`src/rtl/core/ovs_pkg.sv`:
```
// ovs_pkg: operation and status codes, control struct and fixed field widths
// for the ordered value set. No dependencies; every other file imports it.

package ovs_pkg;

	// Field widths of the request and response transactions
	localparam int KIND_W   = 3;
	localparam int IN_VAL_W = 32;
	localparam int POS_W    = 4;
	localparam int CNT_W    = 5;
	localparam int STAT_W   = 2;

	// Operation codes; codes five to seven are no-ops
	typedef enum logic [KIND_W-1:0] {
		K_INSERT = 3'd0,
		K_REMOVE = 3'd1,
		K_LOOKUP = 3'd2,
		K_INC    = 3'd3,
		K_DEC    = 3'd4
	} kind_t;

	// Response status codes
	typedef enum logic [STAT_W-1:0] {
		ST_DONE = 2'd0,
		ST_SAME = 2'd1,
		ST_FULL = 2'd2
	} status_t;

	// Broadcast from the sequencer to every cell
	typedef struct packed {
		logic  cmp_en;   // register the match flag
		logic  upd_en;   // apply the operation to the entry
		logic  found;    // value was present
		kind_t kind;
	} cell_ctrl_t;

endpackage

```
`src/rtl/core/ovs_cell.sv`:
```
// ovs_cell: one slot of the ordered value set. Holds an entry, compares it with
// the operand and shifts, writes or steps it. Depends on ovs_pkg.

module ovs_cell import ovs_pkg::*; #(
	parameter int DEPTH      = 16,
	parameter int VALUE_BITS = 32,
	parameter int IDX        = 0
) (
	input  logic                          clk,
	input  logic                          arst_n,
	input  cell_ctrl_t                    ctrl,
	input  logic [VALUE_BITS-1:0]         op_value,
	input  logic [$clog2(DEPTH+1)-1:0]    count,
	input  logic [$clog2(DEPTH+1)-1:0]    pos,
	input  logic [VALUE_BITS-1:0]         next_entry,
	output logic [VALUE_BITS-1:0]         entry,
	output logic                          match
);

	localparam int CW = $clog2(DEPTH + 1);
	localparam logic [CW-1:0] MY_IDX  = CW'(IDX);
	localparam logic [CW:0]   MY_NEXT = (CW + 1)'(IDX + 1);

	logic [VALUE_BITS-1:0] entry_q;
	logic                  match_q;
	logic                  occupied;
	logic                  shift_in;
	logic                  write_new;

	assign occupied  = MY_IDX < count;
	assign write_new = (MY_IDX == count) && !ctrl.found;
	// take the neighbour's entry when a value at or below this slot leaves
	assign shift_in  = ctrl.found && (MY_IDX >= pos) && (MY_NEXT < {1'b0, count});

	// match flag, registered in the cycle after the operand is latched
	always_ff @(posedge clk or negedge arst_n) begin
		if (!arst_n) begin
			match_q <= 1'b0;
		end else if (ctrl.cmp_en) begin
			match_q <= occupied && (entry_q == op_value);
		end
	end

	// entry update
	always_ff @(posedge clk) begin
		if (ctrl.upd_en) begin
			case (ctrl.kind)
				K_INSERT: begin
					if (write_new)
						entry_q <= op_value;
				end
				K_REMOVE: begin
					if (shift_in)
						entry_q <= next_entry;
				end
				K_INC: begin
					if (occupied)
						entry_q <= entry_q + 1'b1;
				end
				K_DEC: begin
					if (occupied)
						entry_q <= entry_q - 1'b1;
				end
				default: begin
				end
			endcase
		end
	end

	assign entry = entry_q;
	assign match = match_q;

endmodule

```
`config.mk`:
```
export PLATFORM = sky130hd
export DESIGN_NAME = ovs_cell
export DESIGN_NICKNAME = d
export VERILOG_FILES = /design/src/rtl/core/ovs_pkg.sv /design/src/rtl/core/ovs_cell.sv
export SDC_FILE = /design/constraint.sdc
export NUM_CORES = 1
export LEC_CHECK = 0
export BUFFER_PORTS_ARGS = -buffer_cell sky130_fd_sc_hd__buf_4
export CAP_MARGIN = 20
export CORE_ASPECT_RATIO = 0.6
export CORE_MARGIN = 2
export CORE_UTILIZATION = 51
export DETAILED_ROUTE_END_ITERATION = 10
export PLACE_DENSITY = 0.92
export SYNTH_ARGS = -nofsm -noshare
export SYNTH_HDL_FRONTEND = slang
export SYNTH_SLANG_ARGS = --single-unit
```
`constraint.sdc`:
```
create_clock -name clk -period 3.6 [get_ports clk]
set_clock_uncertainty 0.2 [all_clocks]
set_input_delay 0.54 -clock clk [delete_from_list [all_inputs] [get_ports clk]]
set_output_delay 0.54 -clock clk [all_outputs]
set_load 0.01 [all_outputs]
```
## Word-level counts from Yosys, hierarchy flattened

Cells that the tools add are included.

- Magnitude comparators: 3
- Muxes and demuxes: 5
- Equal/unequal tests: 8
- Add/subtract/negate cells: 2
- Reduce and logical (&&, ||, !) cells: 9

Operator list:

| cell | number |
|---|---|
| 32-bit 2-to-1 mux | 4 |
| 32-bit case mux with 4 select lines | 1 |
| 32-bit by 1-bit adder with 32-bit output, second input constant | 1 |
| 32-bit == test | 1 |
| 32-bit by 1-bit subtractor with 32-bit output, second input constant | 1 |
| 1-bit by 5-bit less-than comparator with 1-bit output, first input constant | 2 |
| 2-bit inequality test, second input constant | 4 |
| 6-bit AND reduction | 1 |
| 1-bit by 5-bit >= comparator with 1-bit output, first input constant | 1 |
| 5-bit logical NOT | 1 |
| 1-bit logical AND | 4 |
| 4-bit nonzero test | 1 |
| 3-bit by 1-bit == test with 1-bit output, second input constant | 1 |
| 3-bit by 2-bit == test with 1-bit output, second input constant | 1 |
| 3-bit == test, second input constant | 1 |
| 3-bit logical NOT | 1 |
| 1-bit logical NOT | 1 |

- Logic and storage cells: 29
- Input bits: 82
- Bits in registers: 33
- Output and inout bits: 33

## Depth between registers and ports, before layout

Gate-level depths: netlist (run 1).

- Depth in word-level cells: 5
- Mapped depth: 15

## Least setup slack after synthesis (run 1)

No wires, ideal clock.

- Path type: input port to flip-flop
- Start: in ctrl[1] in the netlist's numbering
- End: reg entry_q[24], in the netlist entry[24] (data pin)
- Stages on the path: 15
- Buffers on the path: 5
- Setup slack: -0.605 ns
- Arrival time: 3.744 ns
- Data required time: 3.139 ns
- Cells stage by stage: or3b_1 -> buf_2 -> buf_2 -> buf_2 -> buf_1 -> buf_1 -> xnor2_1 -> ha_1 -> or4_1 -> nor4_1 -> nor2_1 -> o21ai_1 -> and4_1 -> o221a_2 -> o21ai_1

- Word-level cells in the longest chain between the ends: 2
- Elaborated cells between the ends (all ways): 5
- Those cells by class: eq/ne: 3; mux: 1; reduce/logical: 1

RTL lines:

| element | line | RTL |
|---|---|---|
| from (decl) | ovs_cell.sv:11 | `input cell_ctrl_t ctrl,` |
| 3-bit == test (tied with other cells) | ovs_cell.sv:47 | `case (ctrl.kind)` |
| 32-bit case mux with 4 select lines (*) | ovs_cell.sv:47 |  |
| to (signal assigned) | ovs_cell.sv:50 | `entry_q <= op_value;` |
| to (signal assigned) | ovs_cell.sv:54 | `entry_q <= next_entry;` |
| to (signal assigned) | ovs_cell.sv:58 | `entry_q <= entry_q + 1'b1;` |
| to (decl) | ovs_cell.sv:24 | `logic [VALUE_BITS-1:0] entry_q;` |

Mark *: on every way between the ends. The rest lies on a longest branch, timed or not.
A chain may end at the register's enable or synchronous reset.

## Final worst setup path (run 1)

- Start: reg entry_q[1], in the netlist entry[1]
- End: reg entry_q[29], in the netlist entry[29] (data pin)

- Word-level cells in the longest chain between the ends: 3
- Elaborated cells between the ends (all ways): 5
- Those cells by class: add/sub: 2; mux: 3

RTL lines:

| element | line |
|---|---|
| 32-bit by 1-bit subtractor with 32-bit output / 32-bit by 1-bit adder with 32-bit output (equally long branches) | ovs_cell.sv:62, ovs_cell.sv:58 |
| 32-bit 2-to-1 mux (on tied branches) | ovs_cell.sv:61, ovs_cell.sv:57 |
| 32-bit case mux with 4 select lines (*) | ovs_cell.sv:47 |

Mark *: on every way between the ends. The rest lies on a longest branch, timed or not. The select of a mux whose other input is x is not followed.

==> results.py, run 1 <==
metrics = {
    "logic_synthesis": {
        "synth_area_leaders": "edfxtp_1 27%, xnor2_1 9.8%, a22oi_1 5.2%",
        "yosys_warnings": 0,
        "synthCells": 438,
        "yosys.area.top_type": "edfxtp_1",
        "async_flop_share_pct": 3.03,
        "ys_seq_elements": 33,
        "synthFlopType": "edfxtp_1",
        "synth.top_cell.area_share_pct": 26.8,
        "synth_edf_count": 32,
        "syn_area_per_cell_um2": 8.20,
        "ys_types": 60,
        "synth_nets": 522,
        "yosysSeqAreaShare_pct": 27.4,
        "syn_area_um2": 3590,
    },
    "timing": {
        "rsz0062_at_grt": "false",
        "fmaxAchievable_mhz": 304,
        "finalWorstSetupSlack_ns": 0.307,
        "setup-violations-final": 0,
        "tightestPinTransition_ns": 0.748,
        "period_share_pct": 91.5,
        "finalMaxSlewViolations": 0,
        "hold_viol": 0,
        "slew_headroom_pct": 49.7,
        "min_period_ns": 3.29,
    },
    "pwr": {
        "swShare_pct": 29.7,
        "clock_power_share_pct": 34.5,
        "cellPowerDensity_nw_per_um2": 265,
        "pwr-share-seq_pct": 38.4,
        "combPwrFrac_pct": 27.1,
        "internal_power_uw": 893,
        "p_sw_uw": 378,
        "leakage_uw": 0.00176,
        "vdd_ir_drop_max_uv": 208,
    },
    "floorplan": {
        "die-area_um2": 7750,
        "std_cell_rows": 23,
        "die_w_um": 112,
        "ios": 115,
        "die_h_um": 69.0,
        "start_util_pct": 53.3,
        "core_um2": 6730,
    },
    "hold_path": {
        "whs_path_depth": 2,
        "holdCritPathClass": "input pin to register",
    },
    "grt": {
        "grt_pass1_wl_um": 21700,
        "overflow": 0,
        "antenna_found_initial": 0,
        "grtUsageTotal_pct": 35.4,
        "grt_start_max_net_pins": 33,
        "grt_pass1_vias": 4011,
    },
    "cts": {
        "cts_resized": 0,
        "h-tree-depth": 2,
        "cts_sinks": 33,
        "ctsHoldBuffers": 1,
        "clkSlewWorstSetupHoldPaths_ns": 0.06,
        "cts_made_buffers": 5,
        "cts_setup_buffers": 0,
        "cts_tree": "built",
        "cts_root_buffer": "clkbuf_16",
        "worstSkewPairLatency_ns": 0.28,
        "cts.path.max_buffers": 2,
    },
    "cells_and_area": {
        "final_layout_size_suffix_gt1_share_pct": 31.6,
        "area_growth_pct": 33.2,
        "n_antenna_cell": 0,
        "fin_nets": 627,
        "fillerInstances": 529,
        "final_util_pct": 71.1,
    },
    "placed_design": {
        "pre_cts_ws_ns": 0.0871,
        "dp_hpwl_um": 10700,
        "io_buffers": 114,
        "place.gp.congestion": 0.979,
    },
    "critical_path": {
        "critPathArrivalTime_ns": 3.11,
        "crit_family": "simple AND/OR/NAND/NOR gates",
        "cp.depth": 7,
        "endpoint_kind": "register",
        "path_buf_inv": 0,
        "slowest_delay_ns": 0.66,
        "path_cells": "or4_1 -> nand4bb_1 -> o31ai_2 -> a211oi_2 -> nor4_2 -> o221a_2 -> o21ai_1",
        "reg2reg_depth": 7,
        "worst-setup-path-type": "register to register",
        "crit_slowest_cell": "or4_1",
        "required_ns": 3.42,
        "crit_path_start_kind": "register",
        "worstPathMaxFanout": 9,
    },
    "route": {
        "drt-vias-per-instance": 6.76,
        "vias": 4265,
        "drc": 0,
        "wl_per_cell_um": 22.2,
        "drt-initial-drc-count": 590,
        "postRouteAntennaNets": 0,
        "dr.pass1.iters": 5,
        "routed_wl_um": 14000,
    },
    "job": {
        "drv_cap": 0,
    },
    "run_status": {
        "status": "finished clean",
    },
}
cells in the mapped netlist (2+ instances only):
master    number
nor2_1        27
o41ai_1        3
nor4_1        18
nand3_1       17
nand3b_1       2
xor2_1        17
o31a_1         2
o211ai_1       4
clkbuf_1      30
o311ai_1       2
xnor2_1       40
or3_1          8
nor4b_1        2
nand4_1       15
a221oi_1       5
a211oi_2       2
edfxtp_1      32
and4_1         2
a22oi_1       25
nand2_1       22
mux2_2         2
o32ai_1        2
buf_2         11
a32oi_1        8
a21oi_1       13
buf_1          4
o21ai_0       28
ha_1           2
or2_2          2
nand2b_1       3
o221a_2        4
nor2b_1        4
mux2i_1       10
or4_1         10
inv_1          8
a31o_2         2
nor3_1        16
and3_1         3
o21ai_1        5
o22ai_1        6
power groups by stage:
stage / registers, µW / clock network (µW) / logic (µW)
finish: 487 / 438 / 345
global route: 489 / 455 / 368
CTS: 485 / 437 / 337
detailed placement: 493 / 0 / 335
global placement: 492 / 0 / 327
floorplan: 474 / 0 / 183
cell type report:
cell class	count	area (µm²)	share of cell area (%)
Tap cell	87	109	2.28
Sequential cell	33	986	20.6
Inverter	9	33.8	0.706
Timing Repair Buffer	143	1090	22.8
Clock buffer	8	146	3.06
Multi-Input combinational cell	351	2420	50.6
cells in the final DEF, fill, tap and decap left out, types with 8 or more instances in the layout:
master	instances
a21oi_1	12
a22oi_1	25
a32oi_1	8
buf_4	141
edfxtp_1	32
inv_1	8
mux2i_1	10
nand2_1	22
nand3_1	17
nand4_1	15
nor2_1	26
nor3_1	15
nor4_1	17
o21ai_0	26
or3_1	8
or4_1	10
xnor2_1	40
xor2_1	17
stage by stage:
step	instances	TNS [ns]	hold slack, ns	power (µW)	instance area (µm²)
3_3_place_gp	622	0	0.122	819	4630
6_report	631	0	0.278	1270	4780
3_5_place_dp	622	0	0.122	827	4630
5_1_grt	631	0	0.283	1310	4780
4_1_cts	631	0	0.276	1260	4780
2_1_floorplan	438	-1.12	0.0444	657	3650
routing by layer:
| layer | track usage, % | up-vias | wire length, µm |
|---|---|---|---|
| met3 | 10.6 | 26 | 2100 |
| met1 | 52.7 | 1978 | 5860 |
| met5 | 0 | - | 0 |
| met2 | 50.7 | 347 | 5820 |
| met4 | 7.32 | 0 | 218 |
| li1 | - | 1914 | - |
path summary, 6_finish.rpt:
kind                                          from  slack, ns                   to
max in group asynchronous                   arst_n       2.73    match$_DFFE_PN0P_
min in group asynchronous                   arst_n       0.39    match$_DFFE_PN0P_
worst max-delay path            entry[1]$_DFFE_PP_       0.31  entry[29]$_DFFE_PP_
worst min-delay path                       ctrl[5]       0.28    match$_DFFE_PN0P_
worst max register to register  entry[1]$_DFFE_PP_       0.31  entry[29]$_DFFE_PP_
worst min register to register   match$_DFFE_PN0P_       0.36    match$_DFFE_PN0P_
flip-flops by register name, indices dropped and copies added, names as in the netlist:
name,cells
match,1
entry,32
cell families (layout without fill, tap and decap cells):
group	Yosys count	count (layout)	share of synthesized area (%)
simple gates	159	159	24.5
xor+xnor	57	57	13.9
flops	33	33	27.4
buf+inv	54	160	6.03
fa+ha+maj	2	2	0.697
compound gates	121	121	24.0
mux	12	12	3.41
Note: power is estimated with default switching activity, not from simulation.
==> run 2, diff against run 1 <==
Settings changed: RECOVER_POWER from default to 100.
==> run 2 against run 1 <==
  * Worst hold slack worse by 0.0025 ns
  * Die area unchanged
  * Utilization down 2.3 points
  * Global-route usage unchanged
  * Power down 0.75%
  * Routed wire length down 0.14%
  * Via count up 0.75%
  * Final cell count unchanged
  * Register-to-register slack better by 0.04 ns
  * Fmax down 0.94%
  * Final area down 3.2%
  * Critical endpoint is now entry[30]$_DFFE_PP_
==> results.py, run 2 (synthesized netlist as in run 1, its figures left out) <==
metrics = {
    "critical_path": {
        "path_buf_inv": 2,
        "worstPathMaxFanout": 6,
        "slowest_delay_ns": 0.56,
        "required_ns": 3.41,
        "endpoint_kind": "register",
        "crit_family": "simple AND/OR/NAND/NOR gates",
        "worst-setup-path-type": "input pin to register",
        "crit_slowest_cell": "or4_4",
        "crit_path_start_kind": "input pin",
        "critPathArrivalTime_ns": 3.14,
        "path_common_cell": "nand4_1",
        "path_cells": "clkbuf_4 -> or3b_1 -> xnor2_1 -> ha_1 -> buf_4 -> nand4_1 -> or4_4 -> a211oi_2 -> nand4_1 -> mux2i_1 -> o21ai_0",
    },
    "route": {
        "postRouteAntennaNets": 0,
        "drt-initial-drc-count": 537,
        "vias": 4297,
        "wl_per_cell_um": 22.1,
        "dr.pass1.iters": 5,
        "drt-vias-per-instance": 6.81,
        "drc": 0,
        "routed_wl_um": 14000,
    },
    "cts": {
        "worstSkewPairLatency_ns": 0.28,
        "cts_sinks": 33,
        "clkSlewWorstSetupHoldPaths_ns": 0.06,
        "h-tree-depth": 2,
        "cts_made_buffers": 5,
        "cts_tree": "built",
        "cts_root_buffer": "clkbuf_16",
        "cts.path.max_buffers": 2,
        "cts_setup_buffers": 0,
    },
    "timing": {
        "rsz0062_at_grt": "false",
        "slew_headroom_pct": 38.7,
        "hold_viol": 0,
        "period_share_pct": 92.3,
        "tightestPinTransition_ns": 0.920,
        "setup-violations-final": 0,
        "fmaxAchievable_mhz": 301,
        "min_period_ns": 3.32,
        "setup-tns-final_ns": 0,
        "finalMaxSlewViolations": 0,
    },
    "cells_and_area": {
        "final_cell_mix": "101 x buf_4, 40 x xnor2_1, 38 x clkbuf_1",
        "fin_nets": 627,
        "multiInputGateArea_um2": 2410,
        "area_growth_pct": 28.9,
        "n_antenna_cell": 0,
        "final_common_cell": "buf_4",
        "largest_reg_flops": 32,
        "seq_area_um2": 986,
        "final_layout_size_suffix_gt1_share_pct": 24.3,
        "final_util_pct": 68.7,
        "fillerInstances": 579,
    },
    "grt": {
        "grtUsageTotal_pct": 35.4,
        "grt_start_max_net_pins": 33,
        "grt_pass1_wl_um": 21700,
        "grt_pass1_vias": 4011,
        "antenna_found_initial": 0,
        "overflow": 0,
    },
    "floorplan": {
        "die_h_um": 69.0,
        "std_cell_rows": 23,
        "ios": 115,
        "die-area_um2": 7750,
        "start_util_pct": 53.3,
        "die_w_um": 112,
        "core_um2": 6730,
    },
    "placed_design": {
        "dp_hpwl_um": 10700,
        "place.gp.congestion": 0.979,
        "io_buffers": 114,
    },
    "pwr": {
        "vdd_ir_drop_max_uv": 208,
        "cellPowerDensity_nw_per_um2": 272,
        "leakage_uw": 0.00164,
    },
    "run_status": {
        "status": "finished clean",
    },
    "job": {
        "drv_cap": 0,
    },
    "hold_path": {
        "holdCritPathClass": "input pin to register",
    },
}
[run 2: final timing paths]
kind	start	to	slack (ns)	depth (start not counted)
max in group asynchronous	arst_n	match$_DFFE_PN0P_	2.70	2
worst min register to register	match$_DFFE_PN0P_	match$_DFFE_PN0P_	0.37	2
worst min-delay path	ctrl[5]	match$_DFFE_PN0P_	0.28	2
min in group asynchronous	arst_n	match$_DFFE_PN0P_	0.38	2
worst max register to register	entry[1]$_DFFE_PP_	entry[29]$_DFFE_PP_	0.35	7
worst max-delay path	ctrl[1]	entry[30]$_DFFE_PP_	0.28	11
[run 2: per-layer routing]
metal | GRT usage, % | part of all wire, % | vias to the layer above
met3 | 10.6 | 16 | 20
met4 | 7.32 | 1.3 | 0
met2 | 50.7 | 42 | 360
met1 | 52.7 | 41 | 2010
li1 | - | - | 1907
met5 | 0 | 0 | -
[run 2: power breakdown]
| group | switching, µW | internal (µW) |
|---|---|---|
| clock | 168 | 276 |
| sequential | 38.2 | 449 |
| combinational | 175 | 154 |
| total | 381 | 879 |
[run 2: cell type report]
class,instances,area share (%)
multi-input combinational,351,52.0
sequential,33,21.3
tap,87,2.35
timing repair buffer,143,20.5
inverter,9,0.730
clock buffer,8,3.16
[run 2: what timing repair did]
item,CTS,global route
endpoints found under the hold margin,1,0
resized for setup,0,0
hold buffers,1,0
[run 2: metrics by stage]
stage	total power [µW]	setup slack (ns)	hold slack (ns)	cell area (µm²)	std cells
finish	1260	0.276	0.276	4630	631
global route	1300	0.117	0.283	4630	631
CTS	1260	0.379	0.276	4780	631
detailed placement	827	0.0871	0.122	4630	622
global placement	819	0.125	0.122	4630	622
floorplan	657	-0.169	0.0444	3650	438
==> run 3, diff against run 2 <==
Settings changed: CORE_UTILIZATION 51 to 52, PLACE_DENSITY 0.92 to 0.93.
==> run 3 against run 2 <==
  * Count of clock-buffer cells in the layout unchanged
  * Power down 0.14%
  * Non-clock buffer count down 7
  * Register-to-register slack worse by 0.14 ns
  * Global-route usage up 0.83 points
  * Worst hold slack better by 0.016 ns
  * Final cell count down 1.1%
  * Final area down 1.2%
  * Largest cell class unchanged
  * Largest power group unchanged
  * Highest routed layer unchanged
==> results.py, run 3 (synthesized netlist as in run 1, its figures left out) <==
metrics = {
    "timing": {
        "setup-tns-final_ns": 0,
        "min_period_ns": 3.39,
        "setup-violations-final": 0,
        "period_share_pct": 94.1,
        "slew_headroom_pct": 34.8,
        "finalWorstSetupSlack_ns": 0.211,
        "rsz0062_at_grt": "false",
        "hold_viol": 0,
        "finalMaxSlewViolations": 0,
        "fmaxAchievable_mhz": 295,
        "tightestPinTransition_ns": 0.975,
    },
    "grt": {
        "antenna_found_initial": 0,
        "grt_pass1_wl_um": 21300,
        "grt_pass1_vias": 3918,
        "overflow": 0,
        "grtUsageTotal_pct": 36.2,
        "grt_start_max_net_pins": 36,
    },
    "cts": {
        "worstSkewPairLatency_ns": 0.28,
        "clkSlewWorstSetupHoldPaths_ns": 0.06,
        "cts_resized": 0,
        "cts_setup_buffers": 0,
        "h-tree-depth": 2,
        "ctsHoldBuffers": 1,
        "cts_made_buffers": 5,
        "cts_sinks": 33,
        "cts_root_buffer": "clkbuf_16",
        "cts.path.max_buffers": 2,
        "cts_tree": "built",
    },
    "floorplan": {
        "die_h_um": 68.4,
        "start_util_pct": 53.8,
        "std_cell_rows": 23,
        "die_w_um": 111,
        "die-area_um2": 7610,
        "core_um2": 6680,
        "ios": 115,
    },
    "route": {
        "postRouteAntennaNets": 0,
        "drc": 0,
        "dr.pass1.iters": 6,
        "vias": 4249,
        "drt-vias-per-instance": 6.81,
        "drt-initial-drc-count": 562,
        "wl_per_cell_um": 22.1,
        "routed_wl_um": 13800,
    },
    "hold_path": {
        "whs_path_depth": 2,
        "holdCritPathClass": "input pin to register",
        "hold_end": "match$_DFFE_PN0P_",
        "min_from": "ctrl[5]",
    },
    "cells_and_area": {
        "area_growth_pct": 27.3,
        "final_layout_size_suffix_gt1_share_pct": 24.2,
        "fillerInstances": 580,
        "largest_reg_flops": 32,
        "final_util_pct": 68.5,
        "final_cell_mix": "97 x buf_4, 40 x xnor2_1, 36 x clkbuf_1",
        "fin_nets": 620,
        "n_antenna_cell": 0,
        "final_common_cell": "buf_4",
    },
    "critical_path": {
        "timing.rr.start": "entry[1]$_DFFE_PP_",
        "r2r_setup_slack_ns": 0.21,
        "worst-setup-path-type": "register to register",
        "crit_path_start_kind": "register",
        "endpoint_kind": "register",
        "critPathArrivalTime_ns": 3.22,
        "required_ns": 3.43,
        "reg2reg_depth": 7,
        "r2r-end": "entry[29]$_DFFE_PP_",
        "worstPathMaxFanout": 9,
    },
    "placed_design": {
        "place.gp.congestion": 0.974,
        "dp_hpwl_um": 10300,
        "io_buffers": 114,
        "pre_cts_ws_ns": 0.0672,
    },
    "job": {
        "drv_cap": 0,
    },
    "pwr": {
        "cellPowerDensity_nw_per_um2": 275,
        "leakage_uw": 0.00160,
        "vdd_ir_drop_max_uv": 194,
    },
    "run_status": {
        "status": "finished clean",
    },
}
[run 3: how the worst max path moves through the flow]
stage,depth (start not counted),to,startpoint,slack [ns]
6_report,7,entry[29]$_DFFE_PP_,entry[1]$_DFFE_PP_,0.21
5_1_grt,11,entry[16]$_DFFE_PP_,ctrl[2],0.07
4_1_cts,11,entry[16]$_DFFE_PP_,ctrl[0],0.32
2_1_floorplan,15,entry[24]$_DFFE_PP_,ctrl[1],-0.17
3_3_place_gp,11,entry[24]$_DFFE_PP_,ctrl[1],0.12
3_5_place_dp,11,entry[30]$_DFFE_PP_,ctrl[0],0.07
[run 3: layout make-up]
| type | instances | area (µm²) | area share (%) |
|---|---|---|---|
| clock buffer | 8 | 146 | 3.20 |
| inverter | 9 | 33.8 | 0.739 |
| multi-input combinational | 351 | 2410 | 52.7 |
| sequential | 33 | 986 | 21.6 |
| tap | 87 | 109 | 2.38 |
| timing repair buffer | 136 | 891 | 19.5 |
[run 3: stage by stage]
| stage | hold WS [ns] | instance area, µm² | power, µW | cells |
|---|---|---|---|---|
| 2_1_floorplan | 0.0444 | 3650 | 657 | 438 |
| 3_3_place_gp | 0.119 | 4560 | 813 | 615 |
| 3_5_place_dp | 0.118 | 4560 | 820 | 615 |
| 4_1_cts | 0.298 | 4720 | 1260 | 624 |
| 5_1_grt | 0.302 | 4570 | 1300 | 624 |
| 6_report | 0.292 | 4570 | 1260 | 624 |
[run 3: power breakdown]
| part | total (µW) | switching, µW | internal (µW) | leakage [µW] |
|---|---|---|---|---|
| Sequential | 487 | 37.8 | 449 | 0.000309 |
| Combinational | 324 | 174 | 150 | 0.00122 |
| Clock | 448 | 172 | 276 | 0.0000712 |
[run 3: routing by layer]
| layer | track usage (%) | up-vias | share of wire (%) |
|---|---|---|---|
| met2 | 55.6 | 368 | 41 |
| met5 | 2.00 | - | 0 |
| met1 | 49.3 | 1944 | 42 |
| met3 | 13.4 | 41 | 15 |
| li1 | - | 1896 | - |
| met4 | 7.56 | 0 | 2.1 |
[run 3: worst max-delay path, stage by stage (launching register included)]
cell and delay [ns]:
edfxtp_1 0.54, or4_1 0.65, nand4bb_1 0.41, o31ai_1 0.58, a211oi_2 0.19, nor4_2 0.25, o221a_2 0.25, o21ai_1 0.05
